**config.mk**
```make
export PLATFORM = sky130hd
export DESIGN_NAME = a4sd_isqrt
export DESIGN_NICKNAME = d
export VERILOG_FILES = /design/src/hdl/a4sd_pkg.sv /design/src/hdl/a4sd_isqrt.sv
export SDC_FILE = /design/constraint.sdc
export NUM_CORES = 2
export LEC_CHECK = 0
export ABC_AREA = 1
export BUFFER_PORTS_ARGS = -buffer_cell sky130_fd_sc_hd__buf_2
export CAP_MARGIN = 20
export CORE_MARGIN = 2
export CORE_UTILIZATION = 51
export CTS_BUF_LIST = sky130_fd_sc_hd__clkbuf_8 sky130_fd_sc_hd__clkbuf_16
export DETAILED_ROUTE_END_ITERATION = 16
export PLACE_DENSITY = 0.74
export SYNTH_ARGS = -nofsm -noshare
export SYNTH_HDL_FRONTEND = slang
export SYNTH_SLANG_ARGS = --single-unit
```
**constraint.sdc**
```tcl
create_clock -name clock -period 3 [get_ports clock]
set_input_delay 0.6 -clock clock [delete_from_list [all_inputs] [get_ports clock]]
set_output_delay 0.6 -clock clock [all_outputs]
set_load 0.01 [all_outputs]
```
**src/hdl/a4sd_pkg.sv**
```systemverilog
// ----------------------------------------------------------------------------
// a4sd_pkg: shared types and constants for the A4* minimum image distance
// Field widths, stage counts, beat structs and the fixed-point scale table.
// ----------------------------------------------------------------------------
package a4sd_pkg;

   // Field widths
   localparam int COORD_W     = 7;
   localparam int EXTENT_W    = 7;
   localparam int MIN_FORM_W  = 18;
   localparam int DIST_W      = 24;

   // Internal widths
   localparam int IMG_W       = 9;                 // shifted coordinate, -191..190
   localparam int SQ_W        = 16;                // square of one shifted coordinate
   localparam int PAIR_W      = IMG_W + 1;
   localparam int PAIR_SQ_W   = SQ_W + 1;
   localparam int SUM_W       = PAIR_W + 1;
   localparam int SUM_SQ_W    = PAIR_SQ_W + 1;
   localparam int DIFF_W      = SUM_SQ_W + 2;      // 5*S2 - S1^2 = 2*K
   localparam int FORM_W      = 16;                // minimum K never exceeds 40960
   localparam int RAD_W       = 2 * DIST_W;
   localparam int REM_W       = DIST_W + 2;

   // Lattice geometry
   localparam int NUM_AXES    = 4;
   localparam int NUM_SHIFTS  = 3;
   localparam int NUM_PAIRS   = NUM_SHIFTS * NUM_SHIFTS;
   localparam int NUM_LANES   = NUM_PAIRS * NUM_PAIRS;
   localparam int TREE1_N     = NUM_LANES / 3;
   localparam int TREE2_N     = TREE1_N / 3;
   localparam int TREE3_N     = TREE2_N / 3;

   // Bound on 2*K set by the unshifted image with coordinates of magnitude 64
   localparam logic [DIFF_W-1:0] DIFF_MAX = DIFF_W'(81920);

   // Division by five: q = (K * 0xCCCD) >> 18 is exact for 16-bit K
   localparam logic [FORM_W-1:0] FIFTH_RECIP = 16'hCCCD;
   localparam int FIFTH_SHIFT = 18;
   localparam int QUOT_W      = 2 * FORM_W - FIFTH_SHIFT;
   localparam int REM5_W      = 3;
   localparam int FRAC_SHIFT  = 33;

   // Pipeline depth
   localparam int FORM_STAGES  = 9;
   localparam int SCALE_STAGES = 2;
   localparam int LATENCY      = FORM_STAGES + SCALE_STAGES + DIST_W;

   // Register map
   localparam int CSR_INDEX_W = 2;
   localparam logic [CSR_INDEX_W-1:0] CSR_EXTENT_X = 2'd0;
   localparam logic [CSR_INDEX_W-1:0] CSR_EXTENT_Y = 2'd1;
   localparam logic [CSR_INDEX_W-1:0] CSR_EXTENT_Z = 2'd2;
   localparam logic [CSR_INDEX_W-1:0] CSR_EXTENT_T = 2'd3;
   localparam logic [EXTENT_W-1:0] EXTENT_RESET = 7'd8;

   localparam int AXIS_X = 0;
   localparam int AXIS_Y = 1;
   localparam int AXIS_Z = 2;
   localparam int AXIS_T = 3;

   typedef struct packed {
      logic                                valid;
      logic [NUM_AXES-1:0][COORD_W-1:0]    coord;
   } coord_beat_type;

   typedef struct packed {
      logic                valid;
      logic [DIFF_W-1:0]   diff;
   } diff_beat_type;

   typedef struct packed {
      logic                valid;
      logic [RAD_W-1:0]    rad;
      logic [FORM_W-1:0]   tag;
   } rad_beat_type;

   typedef struct packed {
      logic                valid;
      logic [DIST_W-1:0]   root;
      logic [FORM_W-1:0]   tag;
   } root_beat_type;

   // floor(r * 2^33 / 5) for a remainder r of a division by five
   function automatic logic [FRAC_SHIFT-1:0] frac_fifth(input logic [REM5_W-1:0] r);
      logic [FRAC_SHIFT-1:0] v;
      unique case (r)
         3'd0:    v = 33'd0;
         3'd1:    v = 33'd1717986918;
         3'd2:    v = 33'd3435973836;
         3'd3:    v = 33'd5153960755;
         3'd4:    v = 33'd6871947673;
         default: v = '0;
      endcase
      return v;
   endfunction

endpackage

```
**src/hdl/a4sd_isqrt.sv**
```systemverilog
// ----------------------------------------------------------------------------
// a4sd_isqrt: pipelined integer square root
// One result bit per stage, restoring digit recurrence, a tag rides along.
// ----------------------------------------------------------------------------
module a4sd_isqrt (
   input  logic                     clock,
   input  logic                     reset,
   input  a4sd_pkg::rad_beat_type   in_beat,
   output a4sd_pkg::root_beat_type  out_beat
);

   localparam int NB = a4sd_pkg::DIST_W;

   logic                            valid_ff [NB];
   logic [a4sd_pkg::RAD_W-1:0]      rad_ff   [NB];
   logic [a4sd_pkg::REM_W-1:0]      rem_ff   [NB];
   logic [NB-1:0]                   root_ff  [NB];
   logic [a4sd_pkg::FORM_W-1:0]     tag_ff   [NB];

   for (genvar g = 0; g < NB; g++) begin : g_step
      logic                         src_valid;
      logic [a4sd_pkg::RAD_W-1:0]   src_rad;
      logic [a4sd_pkg::REM_W-1:0]   src_rem;
      logic [NB-1:0]                src_root;
      logic [a4sd_pkg::FORM_W-1:0]  src_tag;
      logic [a4sd_pkg::REM_W+1:0]   cur;
      logic [a4sd_pkg::REM_W+1:0]   trial;
      logic                         fits;
      logic [a4sd_pkg::REM_W-1:0]   rem_in;

      if (g == 0) begin : g_head
         assign src_valid = in_beat.valid;
         assign src_rad   = in_beat.rad;
         assign src_rem   = '0;
         assign src_root  = '0;
         assign src_tag   = in_beat.tag;
      end else begin : g_body
         assign src_valid = valid_ff[g-1];
         assign src_rad   = rad_ff[g-1];
         assign src_rem   = rem_ff[g-1];
         assign src_root  = root_ff[g-1];
         assign src_tag   = tag_ff[g-1];
      end

      // bring down the next two radicand bits and try root*4 + 1
      assign cur    = {src_rem, src_rad[a4sd_pkg::RAD_W-1 -: 2]};
      assign trial  = (a4sd_pkg::REM_W + 2)'({src_root, 2'b01});
      assign fits   = (cur >= trial);
      assign rem_in = fits ? a4sd_pkg::REM_W'(cur - trial) : a4sd_pkg::REM_W'(cur);

      always_ff @(posedge clock) begin
         if (reset) begin
            valid_ff[g] <= 1'b0;
         end else begin
            valid_ff[g] <= src_valid;
         end
      end

      always_ff @(posedge clock) begin
         rad_ff[g]  <= src_rad << 2;
         rem_ff[g]  <= rem_in;
         root_ff[g] <= {src_root[NB-2:0], fits};
         tag_ff[g]  <= src_tag;
      end
   end

   assign out_beat.valid = valid_ff[NB-1];
   assign out_beat.root  = root_ff[NB-1];
   assign out_beat.tag   = tag_ff[NB-1];

endmodule

```
* Word level (Yosys, flattened, before mapping) *
Memories as Yosys holds them, arrays and structs flattened.
Index checks and enable logic that the tools add are counted.
W data, S select, Z words.

operators by class
  add/sub/neg operators = 24
  multipliers = 0
  multiplexer cells = 51
  reduce and logical (&&, ||, !) cells = 0
  shift operators = 0
  bitwise logic cells = 24
  divide/modulo/power cells = 0
  equality and inequality tests = 0
  magnitude comparators = 24

operator list
  operator               count
  $ge A28 B26 Y1         23
  $mux W26               24
  $sub A26 B26 Y26       23
  $mux W1                27
  $or A1 B1 Y1           24
  $sub A2 B1 Y3 const B  1
  $ge A2 B1 Y1 const B   1

storage, ports and cells
  memory bits (read-only) = 0
  word-level logic and storage cells = 128
  bits in latches = 0
  memories kept = 5
  output and inout bits = 41
  RAM bits = 2712
  input port bits = 67
  bits in registers = 0

memories
  memory    words  width  read ports  clocked after memory_dff  wr ports  RTL line          text
  rad_ff    24     46     23          0                         24        a4sd_isqrt.sv:15  logic [a4sd_pkg::RAD_W-1:0] rad_ff [NB];
  rem_ff    24     26     23          0                         24        a4sd_isqrt.sv:16  logic [a4sd_pkg::REM_W-1:0] rem_ff [NB];
  root_ff   24     24     24          0                         24        a4sd_isqrt.sv:17  logic [NB-1:0] root_ff [NB];
  tag_ff    24     16     24          0                         24        a4sd_isqrt.sv:18  logic [a4sd_pkg::FORM_W-1:0] tag_ff [NB];
  valid_ff  24     1      24          0                         24        a4sd_isqrt.sv:14  logic valid_ff [NB];

* Logic depth before layout (Yosys ltp) *
  depth in word-level cells = 3
  mapped depth = 14
  depth with buffers taken out = 14

* Worst setup path before layout *
OpenSTA, ideal clock, no wires.

  path type = flip-flop to flip-flop
  start point = memory root_ff[0][120] (netlist bit)
  end point = memory rem_ff[0][176] (netlist bit)
  stages on the path, launching flop included = 14
  path buffers = 1
  path slack = 1149 ps
  clock period less this slack = 1851 ps
  arrival time = 1730 ps
  path through = dfxtp_1 inv_1 ha_1 nand2_1 inv_1 a21oi_2 inv_1 nand2_1 nand2_2 nor2_4 nand3_4 inv_4 buf_6 a21oi_1

RTL lines
  item                RTL line
  start: declaration  a4sd_isqrt.sv:17
  end: declaration    a4sd_isqrt.sv:16

==> results.json <==
{
  "status": "completed",
  "wl_per_cell_um": 15.5,
  "met2_length_um": 81900,
  "ys_ff_latch": 1823,
  "clockBufferDepth": 3,
  "crit_type": "flop to flop",
  "cts.sinks": 1823,
  "clk_pin_slew_ns": 0.06,
  "hold_depth": 2,
  "path_common_cell": "inv_1",
  "num_vias": 56283,
  "cts_resized": 0,
  "clock_latency_ns": 0.83,
  "r2r_end": "rem_ff[1][86]",
  "layout_common_cells": "2797 x nand2_1, 1823 x dfxtp_1, 1562 x inv_1, 785 x nor2_1, 500 x nand3_1",
  "grt_max_degree": 35,
  "drt_pass1_iterations": 6,
  "cts_made_buffers": 177,
  "synth_top_cell_area_share_pct": 51.0,
  "die_y_um": 379,
  "finalNonFillerCells": 11528,
  "track_usage_pct": 24.9,
  "path_max_fanout": 21,
  "timing.slew.headroom_pct": 44.2,
  "fill_cells": 12767,
  "dieWidth_um": 379,
  "grt_pass1_wl_um": 284000,
  "yosysSeqAreaShare_pct": 51.0,
  "timing.setup.tns_ns": 0,
  "worstPathCellList": "inv_1, ha_1, inv_1, nor2_2, nand2_1, nor2_1, nand3_1, nand3_2, a21oi_4, buf_4, o21ai_0",
  "p_per_area_nw_per_um2": 853,
  "place_congestion": 0.959,
  "endpoint_kind": "flop",
  "synthesis.nets": 9583,
  "pin_count": 108,
  "syn_area_per_cell_um2": 7.79,
  "power_mw": 69.3,
  "wl_um": 179000,
  "diodes": 0,
  "slowest_delay_ns": 0.41,
  "viasPerCell": 4.88,
  "start_util_pct": 51.3,
  "drc": 0,
  "preCtsSetupSlack_ns": 0.490,
  "drv_cap": 0,
  "final_common_cell": "nand2_1",
  "hold_viol": 0,
  "wl_met3_um": 9490,
  "p_leak_nw": 41.9,
  "timing.fmax_ghz": 0.387,
  "slowest_stage": "dfxtp_1",
  "hold_path_class": "primary input to flop",
  "synth_cells": 9190,
  "drtIter0Drc": 3957,
  "startpoint": "root_ff[1][58]",
  "clock-root-buffer": "clkbuf_16",
  "die_area_um2": 143000,
  "highest_layer": "met4",
  "r2r_start": "root_ff[1][58]",
  "setup_violations": 0,
  "finalWorstSetupSlack_ns": 0.413,
  "layout-drive-gt1-share_pct": 6.36,
  "cp-start-kind": "flop",
  "hold_start": "reset",
  "ir_drop_mv": 0.568,
  "grt_remaining_overflow": 0,
  "fin_crit_sh_pct": 86.2,
  "cts_tree": "yes",
  "rows": 137,
  "arrival_ns": 3.27,
  "syn2layout_area_growth_pct": 13.5,
  "syn_area_um2": 71500,
  "period_needed_ns": 2.59,
  "first_global_vias": 54000,
  "dp.cells": 11133,
  "fin_skew_ns": 0.0885,
  "hold_end": "valid_ff[1][6]",
  "cts_max_level": 4,
  "dp.final_hpwl_um": 141000,
  "worstRegToRegCells": 11,
  "port_buffers": 107,
  "slew_viol_final": 0,
  "synthTopCellsByArea": "dfxtp_1 51%, nand2_1 15%, inv_1 8.1%",
  "synth.distinct_cells": 53,
  "max_slew.worst_pin.slew_ns": 0.829,
  "fin_nets": 9895,
  "wl_met1_um": 82100,
  "reg2reg_slack_ns": 0.41,
  "core_um2": 139000,
  "antenna_left": 0,
  "antenna_found_initial": 3,
  "cp.required_ns": 3.68,
  "yosysWarningCount": 0,
  "rsz0062_at_grt": "false",
  "synth_largest_area_cell": "dfxtp_1"
}
kinds of logic (layout without fill, tap and decap cells):
family / after synthesis / in the layout / share of synthesized area [%]
buf+inv: 1630 / 2092 / 9.06
flops: 1823 / 1823 / 51.0
fa+ha+maj: 326 / 326 / 5.70
xor+xnor: 230 / 230 / 2.82
other cells: 1 / 1 / 0.00524
compound gates: 685 / 685 / 5.29
simple gates: 4495 / 4495 / 26.1
metal layers:
metal  vias to the layer above  track usage [%]
li1                      28939                -
met1                     25473             32.9
met2                      1527             41.4
met3                       344             3.66
met4                         0             9.07
met5                         -                0
sequential cells by signal, summed over array words and instances, names as in the netlist:
signal	cells
rad_ff	552
rem_ff	563
root_ff	300
tag_ff	384
valid_ff	24
final cells by class:
class                           count  area, um^2  share of cell area [%]
Multi-Input combinational cell   5737       28600                    35.2
Sequential cell                  1823       36500                    44.9
Tap cell                         1876        2350                    2.89
Inverter                         1561        5870                    7.22
Clock buffer                      208        4870                    5.99
Timing Repair Buffer              202        1480                    1.82
Clock inverter                    121        1590                    1.96
cell usage after synthesis (all sizes together):
cell type,n
a21boi,5
o31ai,2
and2,10
nor4,8
nand4,145
nor3,74
nor2,817
xnor2,133
o2111ai,2
and3,6
or2,20
dfxtp,1823
inv,1561
a211oi,2
conb,1
o211ai,5
a21o,3
nand2,2823
o21a,2
ha,326
a31oi,2
a21oi,351
nand3b,71
nor3b,7
xor2,97
nand3,514
o21bai,21
clkbuf,4
o21ai,290
buf,65
worst max-delay path, delay by kind of cell, from the launching register on:
family,cells,cell delay [ns]
AO/OA/AOI/OAI,2,0.40
adder cells (fa/ha/maj),1,0.35
AND/OR/NAND/NOR,5,0.92
flip-flops,1,0.41
buffers and inverters,3,0.37
worst max path at each step:
stage / to / slack [ns] / cells past startpoint
after floorplan: rem_ff[0][176] / 1.15 / 13
after global placement: rem_ff[1][130] / 0.48 / 11
after detailed placement: rem_ff[1][130] / 0.49 / 11
after CTS: rem_ff[2][86] / 0.49 / 12
after global routing: rem_ff[1][130] / 0.30 / 11
final: rem_ff[1][86] / 0.41 / 11
report_power, final:
part           internal (mW)  switching [mW]
Sequential              27.9            3.10
Combinational           5.08            9.63
Clock                   13.8            9.80
Total                   46.8            22.5
repair_timing:
action / CTS / global route
buffers inserted: 0 / 0
hold endpoints to repair: 66 / 0
hold buffers: 66 / 0
through the flow:
step	hold slack [ns]	instance area, um^2	util, %
6_report	0.215	81200	58.3
5_1_grt	0.200	81200	58.3
4_1_cts	0.150	81200	58.3
3_5_place_dp	0.312	74100	53.2
3_3_place_gp	0.310	74100	53.2
2_1_floorplan	0.310	71500	-
Power figures use the tool's default switching activity.
